### src/hdl/assert_macros.svh
// Assertion macros shared by the RTL of the breathing wave block.
// Relies on the including module having clk and rst (synchronous, active high).
`ifndef ASSERT_MACROS_SVH
`define ASSERT_MACROS_SVH

// Same-cycle implication, checked on every rising edge outside reset
`define LBW_ASSERT_NOW(lbl, ante, cons, msg) \
  lbl: assert property (@(posedge clk) disable iff (rst) (ante) |-> (cons)) \
    else $error(msg);

// Next-cycle implication, checked on every rising edge outside reset
`define LBW_ASSERT_NEXT(lbl, ante, cons, msg) \
  lbl: assert property (@(posedge clk) disable iff (rst) (ante) |=> (cons)) \
    else $error(msg);

`endif

### src/hdl/lbw_pkg.sv
// Package for the breathing wave block: widths, operation and register codes,
// and the channel scaling function. No dependencies.
package lbw_pkg;

  localparam int unsigned OP_W       = 2;
  localparam int unsigned TIME_W     = 32;
  localparam int unsigned COLOR_W    = 24;
  localparam int unsigned LEVEL_W    = 8;
  localparam int unsigned CFG_IDX_W  = 2;
  localparam int unsigned CFG_DATA_W = 32;

  // Triangle runs 0..COLOR_MAX; one step every period / (levels * 4) ms
  localparam int unsigned COLOR_LEVELS = 256;
  localparam int unsigned STEP_DIV     = 4 * COLOR_LEVELS;
  localparam int unsigned STEP_SHIFT   = $clog2(STEP_DIV);
  localparam logic [LEVEL_W-1:0] COLOR_MAX = LEVEL_W'(COLOR_LEVELS - 1);

  typedef enum logic [OP_W-1:0] {
    OP_UPDATE = 2'd0,
    OP_START  = 2'd1,
    OP_STOP   = 2'd2
  } op_t;

  typedef enum logic [CFG_IDX_W-1:0] {
    CFG_WAVE_PERIOD = 2'd0,
    CFG_BASE_COLOR  = 2'd1
  } cfg_reg_t;

  // ch * lvl / 255, truncated. For a product p up to 255 * 255,
  // p / 255 == (p + (p >> 8) + 1) >> 8 exactly.
  function automatic logic [LEVEL_W-1:0] scale_chan(input logic [7:0] ch,
                                                     input logic [7:0] lvl);
    logic [15:0] prod;
    logic [16:0] acc;
    prod = 16'(ch) * 16'(lvl);
    acc  = 17'(prod) + 17'(prod >> 8) + 17'd1;
    return acc[15:8];
  endfunction

endpackage

### src/hdl/lbw_in_if.sv
// Input channel of the breathing wave block: one operation word per handshake.
// Depends on lbw_pkg.
interface lbw_in_if;
  logic                      valid;
  logic                      ready;
  logic [lbw_pkg::OP_W-1:0]   operation;
  logic [lbw_pkg::TIME_W-1:0] now_ms;

  modport source (output valid, output operation, output now_ms, input ready);
  modport sink   (input valid, input operation, input now_ms, output ready);
endinterface

### src/hdl/lbw_out_if.sv
// Result channel of the breathing wave block: one color word per handshake.
// Depends on lbw_pkg.
interface lbw_out_if;
  logic                        valid;
  logic                        ready;
  logic [lbw_pkg::COLOR_W-1:0] pixel_color;
  logic                        is_running;
  logic [lbw_pkg::LEVEL_W-1:0] brightness;

  modport source (output valid, output pixel_color, output is_running,
                  output brightness, input ready);
  modport sink   (input valid, input pixel_color, input is_running,
                  input brightness, output ready);
endinterface

### src/hdl/lbw_cfg_if.sv
// Configuration write channel of the breathing wave block.
// Depends on lbw_pkg.
interface lbw_cfg_if;
  logic                           valid;
  logic                           ready;
  logic [lbw_pkg::CFG_IDX_W-1:0]  index;
  logic [lbw_pkg::CFG_DATA_W-1:0] data;

  modport source (output valid, output index, output data, input ready);
  modport sink   (input valid, input index, input data, output ready);
endinterface

### src/hdl/led_breathing_wave.sv
// Breathing LED wave: triangle brightness level scaling a base color.
// Depends on lbw_pkg, lbw_in_if, lbw_out_if, lbw_cfg_if and assert_macros.svh.
//
//   channel | dir | word
//   --------+-----+------------------------------------------
//   item    | in  | operation, now_ms
//   result  | out | pixel_color, is_running, brightness
//   cfg     | in  | index, data (0 wave_period, 1 base_color)
//
// The input register takes the word, then one pass of step/scale logic fills the
// result register. Throughput is one word per cycle while the result is not
// stalled; the state update and the 8x8 color scaling both fit in the single
// pass after the input register.
// Reset clears the config registers, state (going_up is set) and both pipeline valids; cfg is always ready.
// A stalled result holds; one more word may wait in the input register.
module led_breathing_wave (
  input  logic         clk,
  input  logic         rst,
  lbw_in_if.sink       item,
  lbw_out_if.source    result,
  lbw_cfg_if.sink      cfg
);
  import lbw_pkg::*;

  // Configuration registers
  logic [TIME_W-1:0]  wave_period;
  logic [COLOR_W-1:0] base_color;

  // Effect state
  logic               active;
  logic [TIME_W-1:0]  last_step_time;
  logic [LEVEL_W-1:0] level;
  logic               going_up;

  logic               active_next;
  logic [TIME_W-1:0]  last_step_time_next;
  logic [LEVEL_W-1:0] level_next;
  logic               going_up_next;

  // Input register
  logic               s1_valid;
  logic [OP_W-1:0]    s1_op;
  logic [TIME_W-1:0]  s1_now;
  logic               s1_move;
  logic               s1_fire;

  // Result register
  logic               out_valid;
  logic [COLOR_W-1:0] out_color;
  logic               out_running;
  logic [LEVEL_W-1:0] out_level;

  logic [TIME_W-1:0]  elapsed;
  logic               step_due;
  logic [COLOR_W-1:0] color_next;

  // Handshakes
  assign cfg.ready  = 1'b1;
  assign s1_move    = !out_valid || result.ready;
  assign s1_fire    = s1_valid && s1_move;
  assign item.ready = !s1_valid || s1_move;

  assign result.valid       = out_valid;
  assign result.pixel_color = out_color;
  assign result.is_running  = out_running;
  assign result.brightness  = out_level;

  // Write configuration registers
  always_ff @(posedge clk) begin
    if (rst) begin
      wave_period <= '0;
      base_color  <= '0;
    end else if (cfg.valid) begin
      unique case (cfg.index)
        CFG_WAVE_PERIOD: wave_period <= cfg.data;
        CFG_BASE_COLOR:  base_color  <= cfg.data[COLOR_W-1:0];
        default: ;
      endcase
    end
  end

  // Capture the incoming word
  always_ff @(posedge clk) begin
    if (rst) begin
      s1_valid <= 1'b0;
    end else if (item.ready) begin
      s1_valid <= item.valid;
    end
  end

  always_ff @(posedge clk) begin
    if (item.valid && item.ready) begin
      s1_op  <= item.operation;
      s1_now <= item.now_ms;
    end
  end

  // Step the triangle
  assign elapsed  = s1_now - last_step_time;
  assign step_due = elapsed > (wave_period >> STEP_SHIFT);

  always_comb begin
    active_next         = active;
    last_step_time_next = last_step_time;
    level_next          = level;
    going_up_next       = going_up;
    case (s1_op)
      OP_UPDATE: begin
        if (!active) begin
          level_next = '0;
        end else if (step_due) begin
          last_step_time_next = s1_now;
          if (going_up) begin
            if (level >= COLOR_MAX) begin
              level_next    = level - LEVEL_W'(1);
              going_up_next = 1'b0;
            end else begin
              level_next = level + LEVEL_W'(1);
            end
          end else if (level == '0) begin
            level_next    = LEVEL_W'(1);
            going_up_next = 1'b1;
          end else begin
            level_next = level - LEVEL_W'(1);
          end
        end
      end
      OP_START: begin
        active_next         = 1'b1;
        last_step_time_next = s1_now;
        level_next          = '0;
        going_up_next       = 1'b1;
      end
      OP_STOP: begin
        active_next = 1'b0;
      end
      default: ;
    endcase
  end

  // Scale each channel by the new level; black while stopped
  always_comb begin
    if (active_next) begin
      color_next = {scale_chan(base_color[23:16], level_next),
                    scale_chan(base_color[15:8],  level_next),
                    scale_chan(base_color[7:0],   level_next)};
    end else begin
      color_next = '0;
    end
  end

  // Commit state when the word moves on
  always_ff @(posedge clk) begin
    if (rst) begin
      active         <= 1'b0;
      last_step_time <= '0;
      level          <= '0;
      going_up       <= 1'b1;
    end else if (s1_fire) begin
      active         <= active_next;
      last_step_time <= last_step_time_next;
      level          <= level_next;
      going_up       <= going_up_next;
    end
  end

  // Result register
  always_ff @(posedge clk) begin
    if (rst) begin
      out_valid <= 1'b0;
    end else if (s1_move) begin
      out_valid <= s1_valid;
    end
  end

  always_ff @(posedge clk) begin
    if (s1_fire) begin
      out_color   <= color_next;
      out_running <= active_next;
      out_level   <= level_next;
    end
  end

`include "assert_macros.svh"

  `LBW_ASSERT_NOW(a_full_stall_blocks, s1_valid && out_valid && !result.ready, !item.ready, "input accepted while both stages are full and stalled")
  `LBW_ASSERT_NOW(a_dark_when_stopped, out_valid && !out_running, out_color == '0, "nonzero color while effect stopped")
  `LBW_ASSERT_NEXT(a_start_arms, s1_fire && s1_op == OP_START, active && level == '0 && going_up, "start did not arm the effect")
  `LBW_ASSERT_NEXT(a_stop_clears, s1_fire && s1_op == OP_STOP, !active, "stop left the effect running")

endmodule
### src/flat_wrapper.sv
// flat-port wrapper written by rule: the top's interface ports become plain ports
module led_breathing_wave_flat import lbw_pkg::*;
  (clk, rst, item_valid, item_operation, item_now_ms, item_ready, result_valid, result_pixel_color, result_is_running, result_brightness, result_ready, cfg_valid, cfg_index, cfg_data, cfg_ready);
  lbw_in_if item_i ();
  lbw_out_if result_i ();
  lbw_cfg_if cfg_i ();
  input  logic clk;
  input  logic rst;
  input wire logic [$bits(item_i.valid)-1:0] item_valid;
  input wire logic [$bits(item_i.operation)-1:0] item_operation;
  input wire logic [$bits(item_i.now_ms)-1:0] item_now_ms;
  output wire logic [$bits(item_i.ready)-1:0] item_ready;
  output wire logic [$bits(result_i.valid)-1:0] result_valid;
  output wire logic [$bits(result_i.pixel_color)-1:0] result_pixel_color;
  output wire logic [$bits(result_i.is_running)-1:0] result_is_running;
  output wire logic [$bits(result_i.brightness)-1:0] result_brightness;
  input wire logic [$bits(result_i.ready)-1:0] result_ready;
  input wire logic [$bits(cfg_i.valid)-1:0] cfg_valid;
  input wire logic [$bits(cfg_i.index)-1:0] cfg_index;
  input wire logic [$bits(cfg_i.data)-1:0] cfg_data;
  output wire logic [$bits(cfg_i.ready)-1:0] cfg_ready;
  assign item_i.valid = item_valid;
  assign item_i.operation = item_operation;
  assign item_i.now_ms = item_now_ms;
  assign item_ready = item_i.ready;
  assign result_valid = result_i.valid;
  assign result_pixel_color = result_i.pixel_color;
  assign result_is_running = result_i.is_running;
  assign result_brightness = result_i.brightness;
  assign result_i.ready = result_ready;
  assign cfg_i.valid = cfg_valid;
  assign cfg_i.index = cfg_index;
  assign cfg_i.data = cfg_data;
  assign cfg_ready = cfg_i.ready;
  led_breathing_wave u_core (.clk(clk), .rst(rst), .item(item_i), .result(result_i), .cfg(cfg_i));
endmodule
### config.mk
export PLATFORM = sky130hd
export DESIGN_NAME = led_breathing_wave_flat
export DESIGN_NICKNAME = d
export VERILOG_FILES = /design/src/hdl/lbw_pkg.sv /design/src/hdl/lbw_in_if.sv /design/src/hdl/lbw_out_if.sv /design/src/hdl/lbw_cfg_if.sv /design/src/hdl/led_breathing_wave.sv /design/src/flat_wrapper.sv
export VERILOG_INCLUDE_DIRS = /design/src /design/src/hdl
export SDC_FILE = /design/constraint.sdc
export NUM_CORES = 1
export LEC_CHECK = 0
export ABC_AREA = 1
export BUFFER_PORTS_ARGS = -buffer_cell sky130_fd_sc_hd__clkbuf_2
export CAP_MARGIN = 10
export CORE_MARGIN = 5
export CORE_UTILIZATION = 60
export CTS_CLUSTER_DIAMETER = 50
export CTS_CLUSTER_SIZE = 25
export DETAILED_ROUTE_END_ITERATION = 10
export GPL_TIMING_DRIVEN = 1
export PLACE_DENSITY = 0.85
export REMOVE_ABC_BUFFERS = 1
export SYNTH_ARGS = -nofsm -noshare
export SYNTH_HDL_FRONTEND = slang
export SYNTH_SLANG_ARGS = --single-unit
export TNS_END_PERCENT = 1
### constraint.sdc
create_clock -name clk -period 12.1 [get_ports clk]
set_clock_uncertainty 0.1 [all_clocks]
set_input_delay 1.21 -clock clk [delete_from_list [all_inputs] [get_ports clk]]
set_output_delay 1.21 -clock clk [all_outputs]
set_load 0.1 [all_outputs]
==> impl_metrics.env <==
export IMPL_cts_tree="built"
export IMPL_gp_congestion=0.960
export IMPL_multi_input_area_um2=10500
export IMPL_dp_cells=2627
export IMPL_worstSetupEndpointType="flop"
export IMPL_power_frac_seq_pct=36.9
export IMPL_drt_initial_drc_count=1016
export IMPL_register_area_um2=3810
export IMPL_synth_edff_count=67
export IMPL_ys_ff_latch=157
export IMPL_n_fill_cell=2295
export IMPL_status="complete, no violations"
export IMPL_syn2layout_area_growth_pct=8.71
export IMPL_synth_avg_cell_area_um2=7.31
export IMPL_rows=60
export IMPL_hold_path_class="flop to flop"
export IMPL_syn_inst=2216
export IMPL_fin_crit_sh_pct=86.4
export IMPL_cpMostUsedCell="nand2_1"
export IMPL_final_cell_mix="inv_1 (445), nand2_1 (440), nor2_1 (240)"
export IMPL_rsz0062_at_grt="false"
export IMPL_netSwitchingPower_uw=597
export IMPL_ys_warn_count=0
export IMPL_p_int_uw=1020
export IMPL_final_common_cell="inv_1"
export IMPL_worstPathRequired_ns=12.20
export IMPL_antenna_cells=0
export IMPL_dieArea_um2=30400
export IMPL_clockRootBuffer="clkbuf_16"
export IMPL_clock_sinks=157
export IMPL_peakVddDrop_uv=81.7
export IMPL_yosysSeqAreaShare_pct=23.5
export IMPL_htreeDepth=4
export IMPL_clock_latency_ns=0.45
export IMPL_ctsHoldBuffers=0
export IMPL_setup_viol=0
export IMPL_finish_net_count=2671
export IMPL_cts_buffer_depth=2
export IMPL_leakagePower_uw=0.00906
export IMPL_place_area_um2=17000
export IMPL_switching_share_pct=36.9
export IMPL_via_per_inst=5.43
export IMPL_dp_final_hpwl_um=31800
export IMPL_grt_max_degree=67
export IMPL_final_core_util_pct=65.7
export IMPL_numPortBuffers=107
export IMPL_synth_top_flop_cell="dfxtp_1"
export IMPL_max_stage_delay_ns=0.58
export IMPL_period_needed_ns=10.45
export IMPL_clk_pin_slew_ns=0.07
export IMPL_finalInstanceArea_um2=17600
export IMPL_arrival_ns=10.55
export IMPL_wirelength_um=39800
export IMPL_critPathMaxFanout=20
export IMPL_fin_setup_tns_ns=0
export IMPL_slew_viol_final=0
export IMPL_p_total_uw=1620
export IMPL_groute_usage_overall_pct=26.3
export IMPL_grt_pass1_wl_um=66300
export IMPL_num_vias=14400
export IMPL_criticalPathCategory="flop to flop"
export IMPL_firstDrtPassIters=6
export IMPL_start_util_pct=60.4
export IMPL_remaining_drc_errors=0
export IMPL_numCtsBuffers=17
export IMPL_ys_types=47
export IMPL_wire_per_inst_um=15.0
export IMPL_antenna_left=0
export IMPL_async_flop_share_pct=0
export IMPL_grt_pass1_vias=14300
export IMPL_maxCapViolations=0
export IMPL_cts_setup_buffers=0
export IMPL_max_clock_freq_mhz=95.7
export IMPL_p_comb_share_pct=29.3
export IMPL_powerDensity_nw_per_um2=91.8
export IMPL_clockPowerShare_pct=33.7
export IMPL_die_y_um=174
export IMPL_final_hold_violation_count=0
export IMPL_die_w_um=174
export IMPL_cpMaxStageDelayCell="nand2_1"
export IMPL_cts_repair_resize_count=0
export IMPL_max_slew_margin_rel_pct=20.3
export IMPL_core_um2=26800
export IMPL_critical_path_top_delay_family="adder cells"
export IMPL_tightestPinTransition_ns=1.19
export IMPL_drive_gt1_share_pct=9.23
export IMPL_grt_ovfl_total=0
export IMPL_fin_cells=2659
export IMPL_io_pins=109
export IMPL_syn_area_um2=16200
export IMPL_setup_worst_path_start_class="flop"
export IMPL_path_buf_inv=8
export IMPL_antenna_found_initial=1
## through the flow
step,setup slack (ns),hold slack (ns)
after floorplan,2.89,0.329
after global placement,2.07,0.339
after detailed placement,1.75,0.348
after CTS,1.73,0.360
after global routing,0.726,0.378
final,1.65,0.356
## cells in the mapped netlist, types with 2 or more instances
cell type | count | area (um2)
inv_1 | 447 | 1680
nand2_1 | 440 | 1650
nor2_1 | 240 | 901
a21oi_1 | 205 | 1030
ha_1 | 184 | 2300
o21ai_0 | 110 | 551
fa_1 | 109 | 2180
dfxtp_1 | 90 | 1800
edfxtp_1 | 67 | 2010
nand3_1 | 63 | 315
xor2_1 | 48 | 420
clkbuf_1 | 31 | 116
nor3_1 | 21 | 105
nand2_2 | 17 | 106
inv_2 | 15 | 56.3
nor2_2 | 14 | 87.6
xnor2_1 | 14 | 123
nand4_1 | 13 | 81.3
buf_2 | 10 | 50.1
a31oi_1 | 9 | 56.3
a21o_1 | 8 | 60.1
o211ai_1 | 7 | 52.6
o21bai_1 | 7 | 52.6
nor4_1 | 5 | 31.3
or2_2 | 5 | 31.3
nand2_4 | 4 | 45.0
o21ai_1 | 4 | 20.0
a211oi_1 | 3 | 22.5
nand3b_1 | 3 | 22.5
buf_4 | 2 | 15.0
nand3_2 | 2 | 20.0
nand3_4 | 2 | 35.0
nor2_8 | 2 | 40.0
o21ai_2 | 2 | 17.5
## power groups by stage
| stage | clock network (uW) | logic, uW | registers, uW |
|---|---|---|---|
| floorplan | 0 | 309 | 646 |
| global placement | 0 | 455 | 608 |
| global route | 573 | 531 | 600 |
| detailed placement | 0 | 468 | 609 |
| CTS | 552 | 471 | 597 |
| finish | 545 | 474 | 597 |
## sequential cells by signal (all words and copies together), names as in the netlist, 2 cells and up
register	cells
u_core.wave_period	22
u_core.result.brightness	8
u_core.base_color	24
u_core.level	8
u_core.result.pixel_color	24
u_core.last_step_time	32
u_core.s1_op	2
u_core.s1_now	32
## path summary, 6_finish.rpt
check | depth (start not counted) | start | slack [ns] | endpoint
hold reg to reg | 2 | u_core.last_step_time[31] | 0.36 | u_core.last_step_time[31]
setup / recovery | 53 | u_core.s1_now[0] | 1.65 | u_core.result.pixel_color[19]
setup reg to reg | 53 | u_core.s1_now[0] | 1.65 | u_core.result.pixel_color[19]
hold / removal | 2 | u_core.last_step_time[31] | 0.36 | u_core.last_step_time[31]
## routing by layer
metal  track usage (%)  routed length (um)
met4              12.8                2040
met2              46.1               19000
met1              31.6               16000
met5                 0                  37
met3              3.98                2660
## worst reg2reg max path: cells and delay by family (launching register included)
| family | cells | cell delay (ns) |
|---|---|---|
| buffers and inverters | 8 | 0.78 |
| flip-flops | 1 | 0.38 |
| XOR/XNOR | 2 | 0.39 |
| AND/OR/NAND/NOR | 25 | 3.46 |
| adder cells (fa/ha/maj) | 9 | 3.61 |
| AO/OA/AOI/OAI | 9 | 1.50 |
## cell type report
cell class	instances	area share, %
tap	341	2.42
timing repair buffer	114	3.34
clock buffer	18	2.44
inverter	462	9.85
clock inverter	14	0.867
multi-input combinational	1553	59.4
sequential	157	21.7
## logic make-up (layout without fill, tap and decap cells)
logic type               count (synthesis)  in the layout  synth area share, %
AO/OA/AOI/OAI                          361            361                 11.8
XOR/XNOR                                62             62                 3.35
adder cells (fa/ha/maj)                293            293                 27.7
buffers and inverters                  506            608                 11.9
flip-flops                             157            157                 23.5
other                                    1              1               0.0232
AND/OR/NAND/NOR                        836            836                 21.7
(Power assumes the default switching activity.)
